### src/design/plrs_pkg.sv
// ----------------------------------------------------------------------------
// plrs_pkg
// shared types, step codes and command bytes of the lcd refresh sequencer
// ----------------------------------------------------------------------------
package plrs_pkg;

    localparam int DEFAULT_PAGE_COUNT   = 8;
    localparam int DEFAULT_COLUMN_COUNT = 128;
    localparam int PAGE_BITS_MAX        = 4;

    // configuration register indexes
    localparam logic [1:0] CFG_IDX_CONTRAST = 2'd0;
    localparam logic [1:0] CFG_IDX_RATIO    = 2'd1;

    localparam logic [5:0] CONTRAST_RESET = 6'd17;
    localparam logic [2:0] RATIO_RESET    = 3'd6;

    // command bytes
    localparam logic [7:0] CMD_START_LINE = 8'h40;
    localparam logic [7:0] CMD_PAGE_BASE  = 8'hB0;
    localparam logic [7:0] CMD_COL_HIGH   = 8'h10;
    localparam logic [7:0] CMD_COL_LOW    = 8'h00;
    localparam logic [7:0] CMD_ADC_NORMAL = 8'hA0;
    localparam logic [7:0] CMD_DISP_OFF   = 8'hAE;
    localparam logic [7:0] CMD_COM_REV    = 8'hC8;
    localparam logic [7:0] CMD_BIAS       = 8'hA2;
    localparam logic [7:0] CMD_POWER      = 8'h2F;
    localparam logic [7:0] CMD_RATIO_BASE = 8'h20;
    localparam logic [7:0] CMD_VOLUME     = 8'h81;
    localparam logic [7:0] CMD_DISP_ON    = 8'hAF;

    typedef logic [3:0] step_t;

    localparam step_t S_START = 4'd0;
    localparam step_t S_PAGE  = 4'd1;
    localparam step_t S_COLHI = 4'd2;
    localparam step_t S_COLLO = 4'd3;
    localparam step_t S_DATA  = 4'd4;
    localparam step_t S_I0    = 4'd5;
    localparam step_t S_I1    = 4'd6;
    localparam step_t S_I2    = 4'd7;
    localparam step_t S_I3    = 4'd8;
    localparam step_t S_I4    = 4'd9;
    localparam step_t S_I5    = 4'd10;
    localparam step_t S_I6    = 4'd11;
    localparam step_t S_I7    = 4'd12;
    localparam step_t S_I8    = 4'd13;

    typedef struct packed {
        logic [PAGE_BITS_MAX-1:0] page;
        logic                     at_start;
        logic                     at_page;
    } pos_t;

    typedef struct packed {
        logic                     action;
        logic                     side;
        logic [7:0]               pixel;
        logic [PAGE_BITS_MAX-1:0] page;
        logic                     at_start;
        logic                     at_page;
    } item_t;

    function automatic step_t first_step(input item_t it);
        step_t s;
        if (it.action)
            s = S_I0;
        else if (it.at_start)
            s = S_START;
        else if (it.at_page)
            s = S_PAGE;
        else
            s = S_DATA;
        return s;
    endfunction

    function automatic step_t next_step(input step_t s, input logic at_page);
        step_t n;
        case (s)
            S_START: n = at_page ? S_PAGE : S_DATA;
            S_PAGE:  n = S_COLHI;
            S_COLHI: n = S_COLLO;
            S_COLLO: n = S_DATA;
            default: n = s + 4'd1;
        endcase
        return n;
    endfunction

endpackage

### src/design/plrs_pos.sv
// ----------------------------------------------------------------------------
// plrs_pos
// frame position kept as page and column counters
// ----------------------------------------------------------------------------
module plrs_pos
    import plrs_pkg::*;
#(
    parameter int PAGE_COUNT   = DEFAULT_PAGE_COUNT,
    parameter int COLUMN_COUNT = DEFAULT_COLUMN_COUNT
)
(
    input  logic clk,
    input  logic rst_n,
    input  logic advance,
    input  logic restart,
    output pos_t pos
);

    localparam int PAGE_W = (PAGE_COUNT > 1) ? $clog2(PAGE_COUNT) : 1;
    localparam int COL_W  = (COLUMN_COUNT > 1) ? $clog2(COLUMN_COUNT) : 1;

    logic [PAGE_W-1:0] page_reg, page_next;
    logic [COL_W-1:0]  col_reg, col_next;
    logic              col_wrap;
    logic              page_wrap;

    assign col_wrap  = (col_reg == COL_W'(COLUMN_COUNT - 1));
    assign page_wrap = (page_reg == PAGE_W'(PAGE_COUNT - 1));

    always_comb
    begin
        page_next = page_reg;
        col_next  = col_reg;
        if (restart)
        begin
            page_next = '0;
            col_next  = '0;
        end
        else if (advance)
        begin
            if (col_wrap)
            begin
                col_next  = '0;
                page_next = page_wrap ? '0 : page_reg + 1'b1;
            end
            else
            begin
                col_next = col_reg + 1'b1;
            end
        end
    end

    always_ff @(posedge clk or negedge rst_n)
    begin
        if (!rst_n)
        begin
            page_reg <= '0;
            col_reg  <= '0;
        end
        else
        begin
            page_reg <= page_next;
            col_reg  <= col_next;
        end
    end

    assign pos.page     = PAGE_BITS_MAX'(page_reg);
    assign pos.at_page  = (col_reg == '0);
    assign pos.at_start = (col_reg == '0) && (page_reg == '0);

endmodule

### src/design/plrs_emit.sv
// ----------------------------------------------------------------------------
// plrs_emit
// item register, step sequencing and output register
// ----------------------------------------------------------------------------
module plrs_emit
    import plrs_pkg::*;
(
    input  logic       clk,
    input  logic       rst_n,
    input  logic       load,
    input  item_t      load_item,
    input  logic [5:0] contrast,
    input  logic [2:0] ratio,
    output logic       item_free,
    output logic       m_tvalid,
    input  logic       m_tready,
    output logic [7:0] m_tdata,
    output logic [1:0] m_tuser,
    output logic       m_tlast
);

    item_t      item_reg;
    step_t      step_reg;
    logic       item_valid_reg;
    logic       out_valid_reg;
    logic [7:0] out_byte_reg;
    logic       out_data_reg;
    logic       out_side_reg;
    logic       out_last_reg;

    logic       out_free;
    logic       fire;
    logic       step_last;
    logic [7:0] byte_sel;

    assign out_free  = !out_valid_reg || m_tready;
    assign fire      = item_valid_reg && out_free;
    assign step_last = (step_reg == S_DATA) || (step_reg == S_I8);
    assign item_free = !item_valid_reg || (fire && step_last);

    always_comb
    begin
        unique case (step_reg)
            S_START: byte_sel = CMD_START_LINE;
            S_PAGE:  byte_sel = CMD_PAGE_BASE + 8'(item_reg.page);
            S_COLHI: byte_sel = CMD_COL_HIGH;
            S_COLLO: byte_sel = CMD_COL_LOW;
            S_DATA:  byte_sel = item_reg.pixel;
            S_I0:    byte_sel = CMD_ADC_NORMAL;
            S_I1:    byte_sel = CMD_DISP_OFF;
            S_I2:    byte_sel = CMD_COM_REV;
            S_I3:    byte_sel = CMD_BIAS;
            S_I4:    byte_sel = CMD_POWER;
            S_I5:    byte_sel = CMD_RATIO_BASE | {5'd0, ratio};
            S_I6:    byte_sel = CMD_VOLUME;
            S_I7:    byte_sel = {2'b00, contrast};
            S_I8:    byte_sel = CMD_DISP_ON;
            default: byte_sel = CMD_DISP_ON;
        endcase
    end

    // item register
    always_ff @(posedge clk or negedge rst_n)
    begin
        if (!rst_n)
        begin
            item_valid_reg <= 1'b0;
            step_reg       <= S_DATA;
        end
        else if (load)
        begin
            item_valid_reg <= 1'b1;
            step_reg       <= first_step(load_item);
        end
        else if (fire && step_last)
        begin
            item_valid_reg <= 1'b0;
        end
        else if (fire)
        begin
            step_reg <= next_step(step_reg, item_reg.at_page);
        end
    end

    always_ff @(posedge clk)
    begin
        if (load)
            item_reg <= load_item;
    end

    // output register
    always_ff @(posedge clk or negedge rst_n)
    begin
        if (!rst_n)
            out_valid_reg <= 1'b0;
        else if (fire)
            out_valid_reg <= 1'b1;
        else if (m_tready)
            out_valid_reg <= 1'b0;
    end

    always_ff @(posedge clk)
    begin
        if (fire)
        begin
            out_byte_reg <= byte_sel;
            out_data_reg <= (step_reg == S_DATA);
            out_side_reg <= item_reg.side;
            out_last_reg <= step_last;
        end
    end

    assign m_tvalid = out_valid_reg;
    assign m_tdata  = out_byte_reg;
    assign m_tuser  = {out_side_reg, out_data_reg};
    assign m_tlast  = out_last_reg;

endmodule

### src/design/paged_lcd_refresh_sequencer.sv
// ----------------------------------------------------------------------------
// paged_lcd_refresh_sequencer
// turns frame bytes and init requests into command and data bytes for a
// two-chip paged monochrome lcd controller
// ----------------------------------------------------------------------------
// channel   dir  handshake            payload
// s_*       in   s_tvalid / s_tready  tdata = pixel_byte, tuser = action, side
// m_*       out  m_tvalid / m_tready  tdata = out_byte, tuser = is_data,
//                                     chip_side, tlast = last
// cfg_*     in   cfg_valid / cfg_ready  cfg_index, cfg_data
//
// one result leaves per cycle while the output is not stalled; a pixel item
// yields 1 to 5 results, an init item 9, and the item holds the input until done.
// the first result passes the item register, then the output register,
// before it is on m_*.
// reset clears the frame position and loads contrast 17, resistor ratio 6.
// a stalled output holds its result; the input is taken again as soon as the
// last result of the current item moves into the output register.
// ----------------------------------------------------------------------------
module paged_lcd_refresh_sequencer
    import plrs_pkg::*;
#(
    parameter int PAGE_COUNT   = DEFAULT_PAGE_COUNT,
    parameter int COLUMN_COUNT = DEFAULT_COLUMN_COUNT
)
(
    input  logic       clk,
    input  logic       rst_n,
    input  logic       s_tvalid,
    output logic       s_tready,
    input  logic [7:0] s_tdata,    // [7:0] pixel_byte
    input  logic [1:0] s_tuser,    // [0] action, [1] side
    output logic       m_tvalid,
    input  logic       m_tready,
    output logic [7:0] m_tdata,    // [7:0] out_byte
    output logic [1:0] m_tuser,    // [0] is_data, [1] chip_side
    output logic       m_tlast,
    input  logic       cfg_valid,
    output logic       cfg_ready,
    input  logic [1:0] cfg_index,
    input  logic [5:0] cfg_data
);

    logic [5:0] contrast_reg;
    logic [2:0] ratio_reg;
    logic       accept;
    logic       item_free;
    pos_t       pos;
    item_t      new_item;

    assign cfg_ready = 1'b1;
    assign s_tready  = item_free;
    assign accept    = s_tvalid && item_free;

    always_ff @(posedge clk or negedge rst_n)
    begin
        if (!rst_n)
        begin
            contrast_reg <= CONTRAST_RESET;
            ratio_reg    <= RATIO_RESET;
        end
        else if (cfg_valid)
        begin
            unique case (cfg_index)
                CFG_IDX_CONTRAST: contrast_reg <= cfg_data;
                CFG_IDX_RATIO:    ratio_reg    <= cfg_data[2:0];
                default:          ;
            endcase
        end
    end

    plrs_pos #(
        .PAGE_COUNT   (PAGE_COUNT),
        .COLUMN_COUNT (COLUMN_COUNT)
    ) u_pos (
        .clk     (clk),
        .rst_n   (rst_n),
        .advance (accept && !s_tuser[0]),
        .restart (accept && s_tuser[0]),
        .pos     (pos)
    );

    assign new_item.action   = s_tuser[0];
    assign new_item.side     = s_tuser[1];
    assign new_item.pixel    = s_tdata;
    assign new_item.page     = pos.page;
    assign new_item.at_start = pos.at_start;
    assign new_item.at_page  = pos.at_page;

    plrs_emit u_emit (
        .clk       (clk),
        .rst_n     (rst_n),
        .load      (accept),
        .load_item (new_item),
        .contrast  (contrast_reg),
        .ratio     (ratio_reg),
        .item_free (item_free),
        .m_tvalid  (m_tvalid),
        .m_tready  (m_tready),
        .m_tdata   (m_tdata),
        .m_tuser   (m_tuser),
        .m_tlast   (m_tlast)
    );

endmodule

### config.mk
export PLATFORM = sky130hd
export DESIGN_NAME = paged_lcd_refresh_sequencer
export DESIGN_NICKNAME = d
export VERILOG_FILES = /design/src/design/plrs_pkg.sv /design/src/design/plrs_pos.sv /design/src/design/plrs_emit.sv /design/src/design/paged_lcd_refresh_sequencer.sv
export SDC_FILE = /design/constraint.sdc
export NUM_CORES = 1
export LEC_CHECK = 0
export BUFFER_PORTS_ARGS = -buffer_cell sky130_fd_sc_hd__clkbuf_2
export CORE_MARGIN = 4
export CORE_UTILIZATION = 25
export DETAILED_ROUTE_END_ITERATION = 8
export SLEW_MARGIN = 0
export SYNTH_ARGS = -nofsm -noshare
export SYNTH_HDL_FRONTEND = slang
export SYNTH_SLANG_ARGS = --single-unit
export TNS_END_PERCENT = 5
### constraint.sdc
create_clock -name clk -period 5.8 [get_ports clk]
set_input_delay 0.87 -clock clk [delete_from_list [all_inputs] [get_ports clk]]
set_output_delay 0.87 -clock clk [all_outputs]
set_load 0.01 [all_outputs]
==> results_dict.tcl, run 1 <==
set metrics [dict create \
    power.density_nw_per_um2 457 \
    min_period_ns 2.94 \
    root_buffer "clkbuf_8" \
    cts_max_path_buffers 2 \
    coreArea_sq_um 9680 \
    outcome "completed" \
    numPlacedInstances 372 \
    numCtsBuffers 5 \
    num-nets-final 278 \
    seq_area_sq_um 1350 \
    ios 37 \
    holdCritStartpoint "u_emit.item_reg[14]" \
    largest_reg_flops 13 \
    clock.fmax_ghz 0.340 \
    antenna_found_initial 0 \
    post_drt_via_cell_ratio 4.61 \
    finalCritPeriodShare 0.507 \
    wl_mm 5.12 \
    crit_cells 6 \
    postLayoutCoreUtil 0.292 \
    diodes 0 \
    cts_tree "yes" \
    synth_area_per_cell_sq_um 11.5 \
    maxCapViolCount 0 \
    wl_per_cell_microns 13.5 \
    cts_sinks 49 \
    first_pass_iters 5 \
    final_hold_viol_count 0 \
    relSlewSlack 0.399 \
    syn_to_final_growth_pct 14.2 \
    ys_seq_area_frac 0.547 \
    grt_pass1_vias 1707 \
    r2r-start "u_emit.step_reg[0]" \
    synth_edf_count 24 \
    grt_pass1_wl_mm 8.52 \
    critPathMaxFanout 16 \
    r2r_slack_ns 3.31 \
    start_kind "flip-flop" \
    min_to "u_emit.out_side_reg" \
    layout-drive-gt1-share 0.259 \
    tightest_slew_ns 0.898 \
    p_total_mw 1.29 \
    setup_violations 0 \
    fin_area_sq_um 2830 \
    power.leakage_nw 1.12 \
    post-cts-setup-buffers 0 \
    crit_slowest_cell "dfrtp_1" \
    final_cell_mix "clkbuf_2, edfxtp_1, dfrtp_1, nand2_1, inv_1" \
    critPathTopFamily "flip-flops" \
    dieWidth_microns 107 \
    async_flop_share 0.510 \
    skew_ns 0.00628 \
    vdd_drop_max_uv 133 \
    instances_no_fill 380 \
    ys.warnings.count 0 \
    io_buffers 35 \
    drc 0 \
    gp_congestion 0.844 \
    htreeDepth 2 \
    syn-num-nets 248 \
    synth_flop_cell "edfxtp_1" \
    path_buf_inv 2 \
    final_common_cell "clkbuf_2" \
    placed_cell_area_sq_um 2740 \
    critical_path_class "flip-flop to output pin" \
    drtAntennaViolNets 0 \
    hpwlAfterDp_mm 3.78 \
    rows 36 \
    grt_max_degree 26 \
    drv_slew 0 \
    synth_area_sq_um 2470 \
    worstPathArrival_ns 2.07 \
    hp-class "flip-flop to flip-flop" \
    cp_slowest_stage_delay_ns 0.42 \
    grt-ovfl-total 0 \
    dieArea_sq_um 11600 \
    worst_r2r_path_depth 7 \
    syn_inst 216 \
    drt-initial-drc-count 90 \
    rsz0062_at_grt "false" \
    fillers 1005 \
    multiInputGateArea_sq_um 985 \
    synth_cell_type_count 52 \
    post_cts_resized 0 \
    holdPathStages 0 \
    crit_chain "inv_1 -> ha_1 -> mux2_4 -> and2_1 -> a21o_1 -> clkbuf_2" \
    timing.rr.end "u_pos.page_reg[2]" \
    worst_setup_path_end_kind "output pin" \
    crit_required_ns 4.93 \
    via_count 1753 \
    cts.clk_slew.worst_paths_ns 0.09 \
    ys_ff_latch 49 \
    die_h_microns 107 \
    initial_core_util 0.256 \
    tns_ns 0 \
    cts_hold_buf 0 \
    track_usage 0.0929 \
    clock_latency_ns 0.30 \
]
layer usage:
layer	wire length (microns)	up-vias	part of all wire	track usage
met5	0	-	0	0
met4	77	0	0.015	0.0325
met3	316	9	0.062	0.0258
met2	2570	56	0.50	0.155
met1	2160	838	0.42	0.115
li1	-	850	-	-
worst register-to-register path: cells and delay by family, from the launching register on:
family / cells / cell delay (ns)
and+or+nand+nor: 1 / 0.20
AOI/OAI and AO/OA: 2 / 0.48
buffers and inverters: 2 / 0.52
muxes: 1 / 0.29
adders and majority gates: 1 / 0.46
DFF: 1 / 0.43
power by group:
group / switching, mW / internal, mW / total (mW)
registers: 0.0889 / 0.513 / 0.601
clock network: 0.116 / 0.0851 / 0.201
logic: 0.292 / 0.197 / 0.489
total: 0.497 / 0.795 / 1.29
metrics by stage:
| stage | setup WS, ns | hold WS, ns |
|---|---|---|
| global route | 2.70 | 0.439 |
| global placement | 3.23 | 0.405 |
| floorplan | 3.52 | 0.400 |
| finish | 2.86 | 0.424 |
| detailed placement | 3.18 | 0.405 |
| CTS | 2.84 | 0.427 |
cells by family (layout without fill, tap and decap cells):
logic type | count (synthesis) | in the layout | synth area share
AND/OR/NAND/NOR | 64 | 64 | 0.142
AO/OA/AOI/OAI | 52 | 52 | 0.150
flip-flops | 49 | 49 | 0.547
buffers and inverters | 28 | 59 | 0.0556
multiplexers | 13 | 13 | 0.0592
adder cells (fa/ha/maj) | 9 | 9 | 0.0455
other | 1 | 1 | 0.00152
cell type report:
class,instances,area share
Clock buffer,6,0.0257
Clock inverter,2,0.00531
Inverter,16,0.0212
Multi-Input combinational cell,139,0.348
Sequential cell,49,0.479
Tap cell,133,0.0589
Timing Repair Buffer,35,0.0620
cells in the mapped netlist (2+ instances only):
cell type  number  area (sq um)
a211o_1         2          17.5
a211oi_2        2          25.0
a21oi_1        12          60.1
a221o_1         2          20.0
a222oi_1        2          20.0
and2_1          3          18.8
and3_1          4          25.0
buf_2           2          10.0
buf_4           4          30.0
buf_6           2          22.5
clkbuf_1        4          15.0
dfrtp_1        20           500
dfstp_2         5           131
edfxtp_1       24           721
ha_1            9           113
inv_1          15          56.3
mux2_2          9           101
mux2i_1         3          30.0
nand2_1        17          63.8
nand2b_1        5          31.3
nand3_1         5          25.0
nand3b_1        3          22.5
nor2_1          7          26.3
nor2b_1         3          18.8
nor3_1          5          25.0
nor3b_1         2          15.0
o211ai_1        2          15.0
o21ai_0        10          50.1
o21ai_1         4          20.0
o22ai_1         2          12.5
o311ai_1        2          17.5
o31ai_1         4          30.0
or3_1           2          12.5
worst max-delay path by stage:
| stage | from | end |
|---|---|---|
| floorplan | u_emit.step_reg[0] | s_tready |
| finish | u_emit.step_reg[0] | s_tready |
| global route | u_emit.step_reg[0] | s_tready |
| detailed placement | u_emit.step_reg[0] | s_tready |
| global placement | u_emit.step_reg[0] | s_tready |
| CTS | u_emit.step_reg[0] | s_tready |
(Power assumes the default switching activity.)
==> run 2: changes to the inputs <==
- clock period: 5.8 -> 2.8 ns (I/O delays scaled with it)
==> results_dict.tcl, run 2 (synthesis gave the netlist of run 1 again) <==
set metrics [dict create \
    outcome "completed" \
    hpwlAfterDp_mm 3.66 \
    grt_max_degree 26 \
    clock.fmax_ghz 0.436 \
    tns_ns 0 \
    grt_pass1_vias 1602 \
    cts_max_path_buffers 2 \
    coreArea_sq_um 9680 \
    cts.clk_slew.worst_paths_ns 0.09 \
    p_total_mw 2.67 \
    post-cts-setup-buffers 0 \
    timing.rr.end "u_pos.page_reg[2]" \
    first_pass_iters 4 \
    r2r-start "u_emit.step_reg[1]" \
    instances_no_fill 382 \
    syn_to_final_growth_pct 14.8 \
    setup_violations 0 \
    antenna_found_initial 0 \
    r2r_slack_ns 0.59 \
    worst_setup_path_end_kind "output pin" \
    drt-initial-drc-count 106 \
    io_buffers 35 \
    via_count 1712 \
    placed_cell_area_sq_um 2750 \
    grt-ovfl-total 0 \
    cts_sinks 49 \
    grt_pass1_wl_mm 7.96 \
    clock_latency_ns 0.30 \
    drc 0 \
    dieArea_sq_um 11600 \
    wl_mm 4.84 \
    worst_r2r_path_depth 7 \
    skew_ns 0.00248 \
    fin_area_sq_um 2840 \
    crit_required_ns 2.38 \
    gp_congestion 0.892 \
    layout-drive-gt1-share 0.265 \
    numPlacedInstances 374 \
    die_h_microns 107 \
    hp-class "input port to async pin" \
    numCtsBuffers 5 \
    relSlewSlack 0.397 \
    diodes 0 \
    wl_per_cell_microns 12.7 \
    cts_hold_buf 0 \
    worstPathArrival_ns 1.88 \
    initial_core_util 0.256 \
    final_cell_mix "clkbuf_2, edfxtp_1, dfrtp_1, nand2_1, inv_1" \
    min_period_ns 2.30 \
    drv_slew 0 \
    ios 37 \
    power.leakage_nw 1.13 \
    final_common_cell "clkbuf_2" \
    final_hold_viol_count 0 \
    start_kind "flip-flop" \
    track_usage 0.0864 \
    htreeDepth 2 \
    cts_tree "yes" \
    power.density_nw_per_um2 940 \
    maxCapViolCount 0 \
    critical_path_class "flip-flop to output pin" \
    rsz0062_at_grt "false" \
    finalCritPeriodShare 0.820 \
    post_cts_resized 0 \
    critPathMaxFanout 8 \
    largest_reg_flops 13 \
    drtAntennaViolNets 0 \
    num-nets-final 280 \
    vdd_drop_max_uv 333 \
    tightest_slew_ns 0.901 \
    post_drt_via_cell_ratio 4.48 \
    root_buffer "clkbuf_8" \
    dieWidth_microns 107 \
    rows 36 \
]
## run 2: changes by cell type in the layout (fill, tap and decap cells not counted)
cell	change
buf_4	+2
## run 2: final cells by class
cell class                      count  area [sq um]
Fill cell                         985          6840
Sequential cell                    49          1350
Multi-Input combinational cell    139           985
Timing Repair Buffer               37           190
Tap cell                          133           166
Clock buffer                        6          72.6
Inverter                           16          60.1
Clock inverter                      2          15.0
## run 2: worst max-delay path, stage by stage, from the launching register on
cell	delay (ns)
dfrtp_1	0.41
inv_1	0.08
ha_1	0.26
mux2_4	0.32
and2_1	0.18
a21o_1	0.19
clkbuf_2	0.13
## run 2: metrics by stage
step	hold slack [ns]	util	worst slack, ns
floorplan	0.124	-	0.969
global placement	0.403	0.284	0.609
detailed placement	0.405	0.284	0.555
CTS	0.159	0.293	0.482
global route	0.187	0.293	0.332
finish	0.136	0.293	0.504
## run 2: routing by layer
layer | GRT usage | wire length (microns) | vias to the layer above
li1 | - | - | 849
met1 | 0.112 | 2190 | 821
met2 | 0.138 | 2350 | 35
met3 | 0.0258 | 217 | 7
met4 | 0.0280 | 73 | 0
met5 | 0 | 0 | -
## run 2: worst max-delay path by stage
stage / start / endpoint / slack, ns / cells after the start
2_1_floorplan: u_emit.step_reg[0] / u_pos.page_reg[2] / 0.97 / 7
3_3_place_gp: u_emit.step_reg[1] / u_pos.page_reg[2] / 0.61 / 7
3_5_place_dp: u_emit.step_reg[1] / u_pos.page_reg[1] / 0.55 / 7
4_1_cts: u_emit.step_reg[1] / s_tready / 0.48 / 6
5_1_grt: u_emit.step_reg[1] / u_pos.page_reg[2] / 0.33 / 7
6_report: u_emit.step_reg[1] / s_tready / 0.50 / 6
## run 2: where the power goes
group / total (mW) / internal [mW] / switching [mW]
clock network: 0.403 / 0.176 / 0.227
logic: 1.04 / 0.421 / 0.623
registers: 1.22 / 1.06 / 0.163
total: 2.67 / 1.66 / 1.01
